[src/hw/rtl/rcet_pkg.sv]
package rcet_pkg;

	localparam int CYC_W  = 32;
	localparam int VAL_W  = 16;
	localparam int RATE_W = 20;
	localparam int IRQ_W  = 7;
	localparam int NEXT_W = 31;
	localparam int NCTR   = 4;

	localparam logic [2:0] ACT_CHECK = 3'd0;
	localparam logic [2:0] ACT_WCNT  = 3'd1;
	localparam logic [2:0] ACT_WMODE = 3'd2;
	localparam logic [2:0] ACT_WTGT  = 3'd3;
	localparam logic [2:0] ACT_READ  = 3'd4;
	localparam logic [2:0] ACT_NOP   = 3'd5;

	localparam logic [2:0] RS_ONE   = 3'd0;
	localparam logic [2:0] RS_DIV0  = 3'd1;
	localparam logic [2:0] RS_DIV1  = 3'd2;
	localparam logic [2:0] RS_EIGHT = 3'd3;
	localparam logic [2:0] RS_KEEP  = 3'd4;

	localparam logic [1:0] VSYNC_CTR = 2'd3;
	localparam logic [1:0] CTR2      = 2'd2;
	localparam logic [1:0] CTR1      = 2'd1;
	localparam logic [1:0] CTR0      = 2'd0;

	localparam logic [CYC_W-1:0]  DISARMED   = 32'hffff_ffff;
	localparam logic [NEXT_W-1:0] NEXT_NONE  = 31'h7fff_ffff;
	localparam logic [VAL_W-1:0]  CNT_TOP    = 16'hffff;
	localparam logic [RATE_W-1:0] VSYNC_RST  = 20'd564480;
	localparam logic [VAL_W-1:0]  MODE3_RST  = 16'h0058;
	localparam logic [VAL_W-1:0]  TGT3_RST   = 16'h0001;
	localparam logic [RATE_W-1:0] DIV_DOT0   = 20'd101132; // 386 * 262
	localparam logic [RATE_W-1:0] DIV_LINE1  = 20'd262;
	localparam logic [9:0]        SEL_CLK1   = 10'h100;
	localparam logic [9:0]        SEL_CLK2   = 10'h200;

	typedef struct packed {
		logic [2:0]       action;
		logic [1:0]       counter_index;
		logic [VAL_W-1:0] write_value;
		logic [CYC_W-1:0] cpu_cycle;
	} in_t;

	typedef struct packed {
		logic [VAL_W-1:0]  read_data;
		logic [IRQ_W-1:0]  irq_set;
		logic [NEXT_W-1:0] next_event;
		logic [CYC_W-1:0]  next_base;
	} out_t;

	typedef struct packed {
		logic [2:0]       kind;
		logic [2:0]       rsel;
		logic [1:0]       idx;
		logic [VAL_W-1:0] val;
		logic [CYC_W-1:0] now;
	} cmd_t;

	function automatic logic [IRQ_W-1:0] irq_bit(input logic [1:0] i);
		logic [IRQ_W-1:0] b;
		case (i)
			CTR0:    b = 7'h10;
			CTR1:    b = 7'h20;
			CTR2:    b = 7'h40;
			default: b = 7'h01;
		endcase
		return b;
	endfunction

endpackage

[src/hw/rtl/root_counter_event_timer.sv]
// channel   signals                      transfer when
// input     push, full, item             push & !full
// result    pop, empty, result           pop & !empty
// config    cfg_we, cfg_data             cfg_we
//
// One item at a time in the back end. Read count and a mode write that
// derives a rate run the serial divider; the other actions do not.
// Reset restores all counter state at once; no sweep.
// Input and result queues let either side stall without stopping the other.
module root_counter_event_timer import rcet_pkg::*; #(
	parameter int QUEUE_DEPTH = 2
) (
	input  logic              clk,
	input  logic              arst_n,
	input  logic              push,
	output logic              full,
	input  in_t               item,
	input  logic              pop,
	output logic              empty,
	output out_t              result,
	input  logic              cfg_we,
	input  logic [RATE_W-1:0] cfg_data
);

	cmd_t cmd;
	out_t res;
	logic cmd_valid, cmd_pop, res_full, res_push;

	rcet_front #(.DEPTH(QUEUE_DEPTH)) u_front (
		.clk      (clk),
		.arst_n   (arst_n),
		.push     (push),
		.item     (item),
		.full     (full),
		.cmd_pop  (cmd_pop),
		.cmd_valid(cmd_valid),
		.cmd      (cmd)
	);

	rcet_back u_back (
		.clk      (clk),
		.arst_n   (arst_n),
		.cfg_we   (cfg_we),
		.cfg_data (cfg_data),
		.cmd_valid(cmd_valid),
		.cmd      (cmd),
		.cmd_pop  (cmd_pop),
		.res_full (res_full),
		.res_push (res_push),
		.res      (res)
	);

	rcet_fifo #(.W($bits(out_t)), .DEPTH(QUEUE_DEPTH)) u_res (
		.clk   (clk),
		.arst_n(arst_n),
		.wr    (res_push),
		.wdata (res),
		.rd    (pop),
		.rdata (result),
		.full  (res_full),
		.empty (empty)
	);

endmodule

[src/hw/rtl/rcet_fifo.sv]
module rcet_fifo import rcet_pkg::*; #(
	parameter int W     = 8,
	parameter int DEPTH = 2
) (
	input  logic         clk,
	input  logic         arst_n,
	input  logic         wr,
	input  logic [W-1:0] wdata,
	input  logic         rd,
	output logic [W-1:0] rdata,
	output logic         full,
	output logic         empty
);

	localparam int AW = $clog2(DEPTH);

	logic [W-1:0]  mem_q [DEPTH];
	logic [AW-1:0] wp_q, rp_q;
	logic [AW:0]   cnt_q;
	logic          do_wr, do_rd;

	assign full  = cnt_q == (AW+1)'(DEPTH);
	assign empty = cnt_q == '0;
	assign do_wr = wr && !full;
	assign do_rd = rd && !empty;
	assign rdata = mem_q[rp_q];

	always_ff @(posedge clk) begin
		if (do_wr) begin
			mem_q[wp_q] <= wdata;
		end
	end

	always_ff @(posedge clk or negedge arst_n) begin
		if (!arst_n) begin
			wp_q  <= '0;
			rp_q  <= '0;
			cnt_q <= '0;
		end else begin
			if (do_wr) begin
				wp_q <= (wp_q == AW'(DEPTH-1)) ? '0 : wp_q + 1'b1;
			end
			if (do_rd) begin
				rp_q <= (rp_q == AW'(DEPTH-1)) ? '0 : rp_q + 1'b1;
			end
			cnt_q <= cnt_q + (AW+1)'(do_wr) - (AW+1)'(do_rd);
		end
	end

endmodule

[src/hw/rtl/rcet_div.sv]
module rcet_div import rcet_pkg::*; (
	input  logic              clk,
	input  logic              arst_n,
	input  logic              start,
	input  logic [CYC_W-1:0]  num,
	input  logic [RATE_W-1:0] den,
	output logic              done,
	output logic [CYC_W-1:0]  quo
);

	localparam int SW = $clog2(CYC_W);

	logic [CYC_W-1:0]  n_q;
	logic [RATE_W-1:0] r_q, d_q;
	logic [SW-1:0]     step_q;
	logic              busy_q, done_q;
	logic [RATE_W:0]   sh;
	logic              ge;

	// restoring, one quotient bit per cycle; zero divisor gives all ones
	assign sh   = {r_q, n_q[CYC_W-1]};
	assign ge   = sh >= {1'b0, d_q};
	assign done = done_q;
	assign quo  = n_q;

	always_ff @(posedge clk) begin
		if (start) begin
			n_q <= num;
			d_q <= den;
			r_q <= '0;
		end else if (busy_q) begin
			n_q <= {n_q[CYC_W-2:0], ge};
			r_q <= ge ? RATE_W'(sh - {1'b0, d_q}) : sh[RATE_W-1:0];
		end
	end

	always_ff @(posedge clk or negedge arst_n) begin
		if (!arst_n) begin
			busy_q <= 1'b0;
			done_q <= 1'b0;
			step_q <= '0;
		end else begin
			done_q <= !start && busy_q && step_q == '0;
			if (start) begin
				busy_q <= 1'b1;
				step_q <= SW'(CYC_W-1);
			end else if (busy_q) begin
				step_q <= step_q - 1'b1;
				if (step_q == '0) begin
					busy_q <= 1'b0;
				end
			end
		end
	end

endmodule

[src/hw/rtl/rcet_front.sv]
module rcet_front import rcet_pkg::*; #(
	parameter int DEPTH = 2
) (
	input  logic clk,
	input  logic arst_n,
	input  logic push,
	input  in_t  item,
	output logic full,
	input  logic cmd_pop,
	output logic cmd_valid,
	output cmd_t cmd
);

	cmd_t cls;
	logic empty;

	always_comb begin
		cls.idx  = item.counter_index;
		cls.val  = item.write_value;
		cls.now  = item.cpu_cycle;
		cls.rsel = RS_KEEP;
		case (item.action)
			ACT_CHECK: cls.kind = ACT_CHECK;
			ACT_WCNT:  cls.kind = ACT_WCNT;
			ACT_WMODE: cls.kind = ACT_WMODE;
			ACT_WTGT:  cls.kind = ACT_WTGT;
			ACT_READ:  cls.kind = ACT_READ;
			default:   cls.kind = ACT_NOP;
		endcase
		case (item.counter_index)
			CTR0: cls.rsel = (item.write_value[9:0] & 10'h300) == SEL_CLK1 ? RS_DIV0 : RS_ONE;
			CTR1: cls.rsel = (item.write_value[9:0] & 10'h300) == SEL_CLK1 ? RS_DIV1 : RS_ONE;
			CTR2: cls.rsel = (item.write_value[9:0] & 10'h300) == SEL_CLK2 ? RS_EIGHT : RS_ONE;
			default: cls.rsel = RS_KEEP;
		endcase
	end

	rcet_fifo #(.W($bits(cmd_t)), .DEPTH(DEPTH)) u_q (
		.clk   (clk),
		.arst_n(arst_n),
		.wr    (push),
		.wdata (cls),
		.rd    (cmd_pop),
		.rdata (cmd),
		.full  (full),
		.empty (empty)
	);

	assign cmd_valid = !empty;

endmodule

[src/hw/rtl/rcet_back.sv]
module rcet_back import rcet_pkg::*; (
	input  logic              clk,
	input  logic              arst_n,
	input  logic              cfg_we,
	input  logic [RATE_W-1:0] cfg_data,
	input  logic              cmd_valid,
	input  cmd_t              cmd,
	output logic              cmd_pop,
	input  logic              res_full,
	output logic              res_push,
	output out_t              res
);

	localparam logic [2:0] S_IDLE = 3'd0;
	localparam logic [2:0] S_CHK  = 3'd1;
	localparam logic [2:0] S_RS   = 3'd2;
	localparam logic [2:0] S_DIVS = 3'd3;
	localparam logic [2:0] S_DIVW = 3'd4;
	localparam logic [2:0] S_NX   = 3'd5;
	localparam logic [2:0] S_FIN  = 3'd6;

	logic [2:0]        st_q;
	logic [1:0]        cur_q;
	cmd_t              cmd_q;
	logic [VAL_W-1:0]  rd_q;
	logic [IRQ_W-1:0]  irq_q;
	logic              neg_q, dis_q;
	logic [NEXT_W-1:0] min_q;

	logic [VAL_W-1:0]  cnt_q   [NCTR];
	logic [VAL_W-1:0]  mode_q  [NCTR];
	logic [VAL_W-1:0]  tgt_q   [NCTR];
	logic [RATE_W-1:0] rate_q  [NCTR];
	logic [CYC_W-1:0]  start_q [NCTR];
	logic [CYC_W-1:0]  dly_q   [NCTR];

	logic [CYC_W-1:0]  elapsed, span, prod, left, div_num, quo;
	logic [RATE_W-1:0] div_den;
	logic [VAL_W-1:0]  m;
	logic              due, armed, div_start, div_done;

	assign m       = mode_q[cur_q];
	assign elapsed = cmd_q.now - start_q[cur_q];
	assign due     = dly_q[cur_q] != DISARMED && elapsed >= dly_q[cur_q];
	assign armed   = (!m[0] || cur_q != CTR2) && (m[4] || m[5]);
	assign span    = m[4] ? CYC_W'(tgt_q[cur_q]) - CYC_W'(cnt_q[cur_q])
	                      : CYC_W'(CNT_TOP) - CYC_W'(cnt_q[cur_q]);
	assign prod    = span * CYC_W'(rate_q[cur_q]);
	assign left    = dly_q[cur_q] - elapsed;

	always_comb begin
		if (cmd_q.kind == ACT_READ) begin
			div_num = m[3] ? elapsed : cmd_q.now;
			div_den = rate_q[cur_q];
		end else begin
			div_num = CYC_W'(rate_q[VSYNC_CTR]);
			div_den = (cmd_q.rsel == RS_DIV0) ? DIV_DOT0 : DIV_LINE1;
		end
	end

	assign div_start = st_q == S_DIVS;
	assign cmd_pop   = st_q == S_IDLE && cmd_valid && !res_full;
	assign res_push  = st_q == S_FIN;

	assign res.read_data  = rd_q;
	assign res.irq_set    = irq_q;
	assign res.next_event = neg_q ? '0 : min_q;
	assign res.next_base  = cmd_q.now;

	rcet_div u_div (
		.clk   (clk),
		.arst_n(arst_n),
		.start (div_start),
		.num   (div_num),
		.den   (div_den),
		.done  (div_done),
		.quo   (quo)
	);

	always_ff @(posedge clk) begin
		if (cmd_pop) begin
			cmd_q <= cmd;
		end
	end

	always_ff @(posedge clk or negedge arst_n) begin
		if (!arst_n) begin
			st_q  <= S_IDLE;
			cur_q <= '0;
			rd_q  <= '0;
			irq_q <= '0;
			neg_q <= 1'b0;
			dis_q <= 1'b0;
			min_q <= NEXT_NONE;
			for (int i = 0; i < NCTR; i++) begin
				cnt_q[i]   <= '0;
				mode_q[i]  <= '0;
				tgt_q[i]   <= '0;
				rate_q[i]  <= RATE_W'(1);
				start_q[i] <= '0;
				dly_q[i]   <= DISARMED;
			end
			mode_q[VSYNC_CTR] <= MODE3_RST;
			tgt_q[VSYNC_CTR]  <= TGT3_RST;
			rate_q[VSYNC_CTR] <= VSYNC_RST;
			dly_q[VSYNC_CTR]  <= CYC_W'(VSYNC_RST >> 1);
		end else begin
			if (cfg_we) begin
				rate_q[VSYNC_CTR] <= cfg_data;
			end
			case (st_q)
				S_IDLE: begin
					if (cmd_pop) begin
						rd_q  <= '0;
						irq_q <= '0;
						neg_q <= 1'b0;
						dis_q <= 1'b0;
						min_q <= NEXT_NONE;
						case (cmd.kind)
							ACT_CHECK: begin
								cur_q <= '0;
								st_q  <= S_CHK;
							end
							ACT_WCNT: begin
								cur_q <= cmd.idx;
								cnt_q[cmd.idx] <= cmd.val;
								st_q <= S_RS;
							end
							ACT_WMODE: begin
								cur_q <= cmd.idx;
								mode_q[cmd.idx] <= cmd.val;
								cnt_q[cmd.idx]  <= '0;
								case (cmd.rsel)
									RS_ONE: begin
										rate_q[cmd.idx] <= RATE_W'(1);
										st_q <= S_RS;
									end
									RS_EIGHT: begin
										rate_q[cmd.idx] <= RATE_W'(8);
										st_q <= S_RS;
									end
									RS_DIV0, RS_DIV1: st_q <= S_DIVS;
									default: st_q <= S_RS;
								endcase
							end
							ACT_WTGT: begin
								cur_q <= cmd.idx;
								tgt_q[cmd.idx] <= cmd.val;
								st_q <= S_RS;
							end
							ACT_READ: begin
								cur_q <= cmd.idx;
								st_q  <= S_DIVS;
							end
							default: begin
								cur_q <= '0;
								st_q  <= S_NX;
							end
						endcase
					end
				end
				S_CHK: begin
					if (due) begin
						irq_q <= irq_q | irq_bit(cur_q);
						if (cur_q != VSYNC_CTR) begin
							cnt_q[cur_q] <= '0;
						end
						dis_q <= cur_q != VSYNC_CTR && !m[6];
						st_q  <= S_RS;
					end else if (cur_q == VSYNC_CTR) begin
						cur_q <= '0;
						st_q  <= S_NX;
					end else begin
						cur_q <= cur_q + 1'b1;
					end
				end
				S_RS: begin
					start_q[cur_q] <= cmd_q.now;
					dly_q[cur_q]   <= (armed && !dis_q) ? {1'b0, prod[CYC_W-1:1]} : DISARMED;
					dis_q <= 1'b0;
					if (cmd_q.kind == ACT_CHECK && cur_q != VSYNC_CTR) begin
						cur_q <= cur_q + 1'b1;
						st_q  <= S_CHK;
					end else begin
						cur_q <= '0;
						st_q  <= S_NX;
					end
				end
				S_DIVS: st_q <= S_DIVW;
				S_DIVW: begin
					if (div_done) begin
						if (cmd_q.kind == ACT_READ) begin
							rd_q  <= cnt_q[cur_q] + {quo[VAL_W-2:0], 1'b0};
							cur_q <= '0;
							st_q  <= S_NX;
						end else begin
							rate_q[cur_q] <= quo[RATE_W-1:0];
							st_q <= S_RS;
						end
					end
				end
				S_NX: begin
					if (dly_q[cur_q] != DISARMED) begin
						if (left[CYC_W-1]) begin
							neg_q <= 1'b1;
						end else if (left[NEXT_W-1:0] < min_q) begin
							min_q <= left[NEXT_W-1:0];
						end
					end
					if (cur_q == VSYNC_CTR) begin
						st_q <= S_FIN;
					end else begin
						cur_q <= cur_q + 1'b1;
					end
				end
				S_FIN: st_q <= S_IDLE;
				default: st_q <= S_IDLE;
			endcase
		end
	end

endmodule

[config.mk]
export PLATFORM = sky130hd
export DESIGN_NAME = root_counter_event_timer
export DESIGN_NICKNAME = d
export VERILOG_FILES = /design/src/hw/rtl/rcet_pkg.sv /design/src/hw/rtl/root_counter_event_timer.sv /design/src/hw/rtl/rcet_fifo.sv /design/src/hw/rtl/rcet_div.sv /design/src/hw/rtl/rcet_front.sv /design/src/hw/rtl/rcet_back.sv
export SDC_FILE = /design/constraint.sdc
export NUM_CORES = 2
export LEC_CHECK = 0
export BUFFER_PORTS_ARGS = -buffer_cell sky130_fd_sc_hd__buf_4
export CORE_MARGIN = 10
export CORE_UTILIZATION = 55
export CTS_CLUSTER_SIZE = 8
export DETAILED_ROUTE_END_ITERATION = 16
export PLACE_DENSITY = 0.69
export SLEW_MARGIN = 20
export SYNTH_ARGS = -nofsm -noshare
export SYNTH_HDL_FRONTEND = slang
export SYNTH_HIERARCHICAL = 1
export SYNTH_SLANG_ARGS = --single-unit
[constraint.sdc]
create_clock -name clk -period 23.2 [get_ports clk]
set_input_delay 1.16 -clock clk [delete_from_list [all_inputs] [get_ports clk]]
set_output_delay 1.16 -clock clk [all_outputs]
set_load 0.005 [all_outputs]
Yosys cells after proc, flatten, opt, wreduce, memory -nomap -nowiden
Memory sizes are Yosys's and may differ from the RTL's.
Cells that the tools add are included.
Storage, ports and cells
  RAM bits: 284
  bits of input ports: 78
  word-level logic and storage cells: 302
  output and inout bits: 88
  bits in read-only memories: 0
  latch bits: 0
  bits in registers: 714
  memories: 2
Cells by class
  div/mod/pow operators: 0
  magnitude comparators: 7
  multiplexer cells: 114
  multipliers: 1
  $add $sub $neg: 16
  reductions and logical operators: 55
  bitwise gates (word level): 13
  shifts and indexed selects: 0
  equal/unequal tests: 48
Memories
  u_res.mem_q: words 2, bits a word 86, rd ports 1, clocked after memory_dff 0, write ports 1, line rcet_fifo.sv:17  | logic [W-1:0] mem_q [DEPTH];
  u_front.u_q.mem_q: words 2, bits a word 56, rd ports 1, clocked after memory_dff 0, write ports 1, line rcet_fifo.sv:17
Operators with widths (count)
  two-way mux 32 bit: 11
  two-way mux 80 bit: 4
  one-hot mux 80 bit (2 select lines): 2
  bitwise mux 128 bit: 2
  one-hot mux 64 bit (2 select lines): 2
  bitwise mux 64 bit: 3
  two-way mux 64 bit: 3
  two-way mux 31 bit: 5
  bitwise AND 76 bit: 2
  inverter 76 bit: 2
  two-way mux 16 bit: 9
  two-way mux 20 bit: 7
  bitwise AND 64 bit: 2
  binary-select mux 32 bit (select 2 bit): 2
  inverter 64 bit: 2
  binary-select mux 16 bit (select 2 bit): 3
  bitwise mux 80 bit: 1
  demux 20 bit (select 2 bit): 2
  demux 16 bit (select 2 bit): 2
  demux 32 bit (select 2 bit): 1
  subtractor 32 bit: 2
  one-hot mux 31 bit (2 select lines): 1
  two-way mux 7 bit: 6
  binary-select mux 20 bit (select 2 bit): 1
  58 further kinds: 177

Depth between registers and ports, before layout
  depth in word-level cells: 12
  mapped depth: 46
  depth with buffers taken out: 37

Cells and area by module
Netlist, hierarchy kept.
By module, submodules not included
  rcet_back: instances 1, cells an instance 4187, sequential area each 14886.8 µm², area each 43037.5 µm²
  rcet_fifo at u_res: instances 1, cells an instance 286, sequential area each 5265.0 µm², area each 6525.0 µm²
  rcet_fifo at u_front.u_q: instances 1, cells an instance 192, sequential area each 3463.3 µm², area each 4359.2 µm²
  rcet_div: instances 1, cells an instance 373, sequential area each 2137.0 µm², area each 4200.3 µm²
  rcet_front: instances 1, cells an instance 10, sequential area each 0.0 µm², area each 80.1 µm²

Worst setup path after synthesis
No wires, ideal clock.
  path kind: flip-flop to flip-flop
  from: reg u_back.cur_q[0]
  to: reg u_back/dly_q[27] (netlist name)
  setup time: 0.134 ns
  required time: 23.066 ns
  path buffers: 8
  cell stages (with the launch flop): 42
  arrival time: 10.826 ns
  clock period less this slack: 10.960 ns
  setup slack: 12.240 ns
  path through: dfrtp_1 buf_4 buf_2 buf_2 buf_2 buf_4 buf_2 buf_2 mux4_2 ha_1 o21a_1 o31a_1 o21a_1 o211a_1 o31a_1 mux2i_1 and2_1 clkbuf_1 [... 6 more ...] inv_1 fa_1 fa_1 fa_1 inv_1 fa_1 inv_1 ha_1 and2_1 o21a_1 o21a_1 o2111ai_1 o211ai_1 a21oi_1 a21oi_1 or4_1 a21oi_1 a21oi_1
Between the ends
  word-level cells in the longest chain between the ends: 10
  elaborated cells on any way between the ends: 30
  those cells by class: add/sub: 2; mul: 1; order compare: 2; eq/ne: 1; mux: 17; bitwise: 1; reduce/logical: 6
Ends and longest elaborated chain
  start, declared: line rcet_back.sv:23  | logic [1:0] cur_q;
  start signal, assigned: line rcet_back.sv:125  | cur_q <= cmd.idx;
  start signal, assigned: line rcet_back.sv:130  | cur_q <= cmd.idx;
  start signal, assigned: line rcet_back.sv:147  | cur_q <= cmd.idx;
  branches (longest 9 deep; another with multiplier 32 x 20 -> 32 bit)
  bitwise mux 128 bit *: line rcet_back.sv:179  | dly_q[cur_q] <= (armed && !dis_q) ? {1'b0, prod[CYC_W-1:1]} : DISARMED;
  end signal, assigned by index: line rcet_back.sv:106  | dly_q[VSYNC_CTR] <= CYC_W'(VSYNC_RST >> 1);
  end signal, assigned by index: line rcet_back.sv:179
  end, declared: line rcet_back.sv:35  | logic [CYC_W-1:0] dly_q [NCTR];
Mark *: on every way between the ends. The select of a mux whose other input is x is not followed.
A chain may end at the register's enable or synchronous reset.

Worst setup path in the final report
  from: reg u_back.cur_q[0]
  to: reg u_back/dly_q[29] (netlist name)
Same word-level chain as after synthesis.

==> flow_summary.ini <==
[outcome]
status = finished, final reports clean

[route]
num_vias = 39100
drt_iter0_markers = 3195
drc = 0
routedWlPerCell_um = 22.6
via_per_inst = 5.89
wl_mm = 150
postRouteAntennaNets = 0
dr.pass1.iters = 5

[cts]
cts_resized = 0
cts_sinks = 951
post_cts_buffers = 0
clk_pin_slew_ps = 50
hold_buffers = 0
cts_buffers = 137
insertion_delay_ps = 750
htree_levels = 4
cts_root_buf = clkbuf_16
cts_tree = done
cts_buffer_depth = 3

[synth]
synthArstFlopShare_pct = 58.6
yosys_warnings = 6
synthDistinctLibCells = 88
ys_top_cells_by_area = edfxtp_1 19%, dfrtp_1 18%, fa_1 11%, mux2_2 6.7%, dfstp_2 6.6%
synth.largest_area_cell = edfxtp_1
yosysMostFrequentCell = inv_1
synth_edf_count = 374
synth_ff_type = dfrtp_1
synth_common_cells = 522 x inv_1, 496 x nor2_1, 411 x dfrtp_1, 386 x nand2_1, 374 x edfxtp_1
synth_top_area_share_pct = 19.3
synth-seq-cells = 951
avgSynthCellArea_um2 = 11.5
netlist_instances = 5048
netlist_area_um2 = 58200
yosysSeqAreaShare_pct = 44.2

[critical_path]
crit_required_ps = 23780
crit_path_frequent_cell = fa_1
max_stage_delay_ps = 1030
crit_buf_inv = 7
cp_max_fo = 103
reg2reg_from = u_back/cur_q[0]
crit_start = u_back/cur_q[0]
reg2reg_slack_ps = 11680
crit_cells = 36
cpLargestDelayFamily = adder cells
crit_slowest_cell = dfrtp_4
arrival_ps = 12090
endpoint = u_back/dly_q[29]
r2r_end = u_back/dly_q[29]
worstSetupPathType = reg -> reg
end_kind = register
start_kind = register
worst_r2r_path_depth = 36

[placement]
dpl.hpwl_mm = 108
gp_congestion = 0.946
port_buffers = 165

[sta]
hold_viol = 0
final.period_utilization_pct = 49.6
relSlewSlack_pct = 23.7
skew_ps = 30.9
rsz0062_at_grt = false
post-route-min-period_ps = 11520
fmax_mhz = 86.8
tns_ps = 0
worst_slew_pin_slew_ps = 1140
report.final.setup_viol = 0
drv_slew = 0

[floorplanning]
die-area_um2 = 119000
die_x_um = 345
start_util_pct = 55.4
core-area_um2 = 105000
fp-row-count = 119
boundaryPins = 166
die_h_um = 345

[global_routing]
grt_pass1_vias = 40600
grt_max_degree = 104
grt_pass1_wl_mm = 236
antenna_found_initial = 4
grt_overflow = 0
grt_use_total_pct = 25.1

[final_layout]
fillCellCount = 8418
seqCellArea_um2 = 25800
multiInputGateArea_um2 = 29300
insertedDiodeCount = 0
drive_above_1_share_pct = 20.7
syn_to_final_growth_pct = 10.9
layout.nets = 5787

[hold_path]
hp-class = in -> async

[run]
maxCapViolations = 0
==> placed cells by master, fill, tap and decap left out, types with 17 or more instances in the layout <==
cell type	n
nand2b_1	54
inv_1	522
nor2b_1	25
o211ai_1	22
clkbuf_1	91
clkbuf_16	140
a21oi_1	265
buf_4	226
and3_1	26
a22o_1	68
and2_1	32
ha_1	237
o22a_1	31
o21bai_1	25
a31oi_1	20
dfrtp_1	406
o31ai_1	17
o21ai_0	161
mux2i_1	40
o2bb2ai_1	17
nor3_1	34
fa_1	322
a21o_1	63
dfstp_2	146
dfxtp_1	20
nor2_1	493
mux4_2	103
xor2_1	45
nand2_1	385
o21a_1	60
mux2_2	346
edfxtp_1	374
mux2_4	60
nand3_1	32
xnor2_1	103
nand4_1	21
==> state kept, by name, summed over array words and instances, names as in the netlist, 16 cells and up <==
| signal | cells |
|---|---|
| u_back/rd_q | 16 |
| u_back/start_q | 128 |
| u_back/u_div/quo | 32 |
| u_back/cnt_q | 64 |
| u_back/min_q | 31 |
| u_back/mode_q | 20 |
| u_back/res | 32 |
| u_back/u_div/d_q | 20 |
| u_back/tgt_q | 64 |
| u_res/mem_q | 172 |
| u_back/dly_q | 128 |
| u_front/u_q/mem_q | 112 |
| u_back/rate_q | 80 |
| u_back/u_div/r_q | 20 |
==> cells by family after synthesis <==
| group | after synthesis | synth area share, % |
|---|---|---|
| flops | 951 | 44.2 |
| buf+inv | 792 | 5.66 |
| mux | 550 | 12.9 |
| other cells | 1 | 0.00644 |
| xor+xnor | 151 | 2.35 |
| compound gates | 877 | 9.98 |
| simple gates | 1167 | 8.67 |
| fa+ha+maj | 559 | 16.2 |
==> per-layer routing <==
layer,global-route usage [%],up-vias,part of all wire (%)
met2,40.1,1441,47
met3,5.41,339,7.4
li1,-,17600,-
met5,0.856,-,0.092
met4,9.60,2,4.0
met1,33.2,19700,42
==> per-stage QoR <==
stage / instance area [um2] / utilization (%) / instances / worst slack, ps / hold slack [ps]
floorplan: 58200 / - / 5050 / 12240 / 442
global placement: 60500 / 57.5 / 6401 / 11910 / 457
detailed placement: 60500 / 57.5 / 6401 / 11760 / 465
CTS: 64500 / 61.4 / 6643 / 11740 / 401
global route: 64600 / 61.4 / 6644 / 11030 / 442
finish: 64600 / 61.4 / 6644 / 11680 / 394
==> worst min-delay path by stage <==
stage | start | to | slack (ps)
after floorplan | u_back/rd_q[3] | u_res/mem_q[0][73] | 440
after global placement | u_back/cnt_q[24] | u_back/cnt_q[24] | 460
after detailed placement | u_back/cnt_q[47] | u_back/cnt_q[47] | 470
after CTS | arst_n | u_back/tgt_q[30] | 400
after global routing | arst_n | u_back/tgt_q[26] | 440
final | arst_n | u_back/tgt_q[30] | 390
==> worst register-to-register path: cells and delay by family, from the launching register on <==
kind            cells  cell delay (ps)
fa+ha+maj           9             4180
xor+xnor            1              300
flops               1             1030
mux                 2             1190
simple gates        4              980
compound gates     13             2650
buf+inv             7             1030
==> area by class of cell <==
class                   count  area share [%]
repair buffers            229            2.72
multi-input cells        3307            45.4
clock inverters            11           0.298
flip-flops and latches    951            39.9
inverters                 524            3.05
clock buffers             231            5.96
well taps                1391            2.70
Power is not shown: default switching activity piles up to over one toggle a cycle in this logic, so the estimate is an artifact.
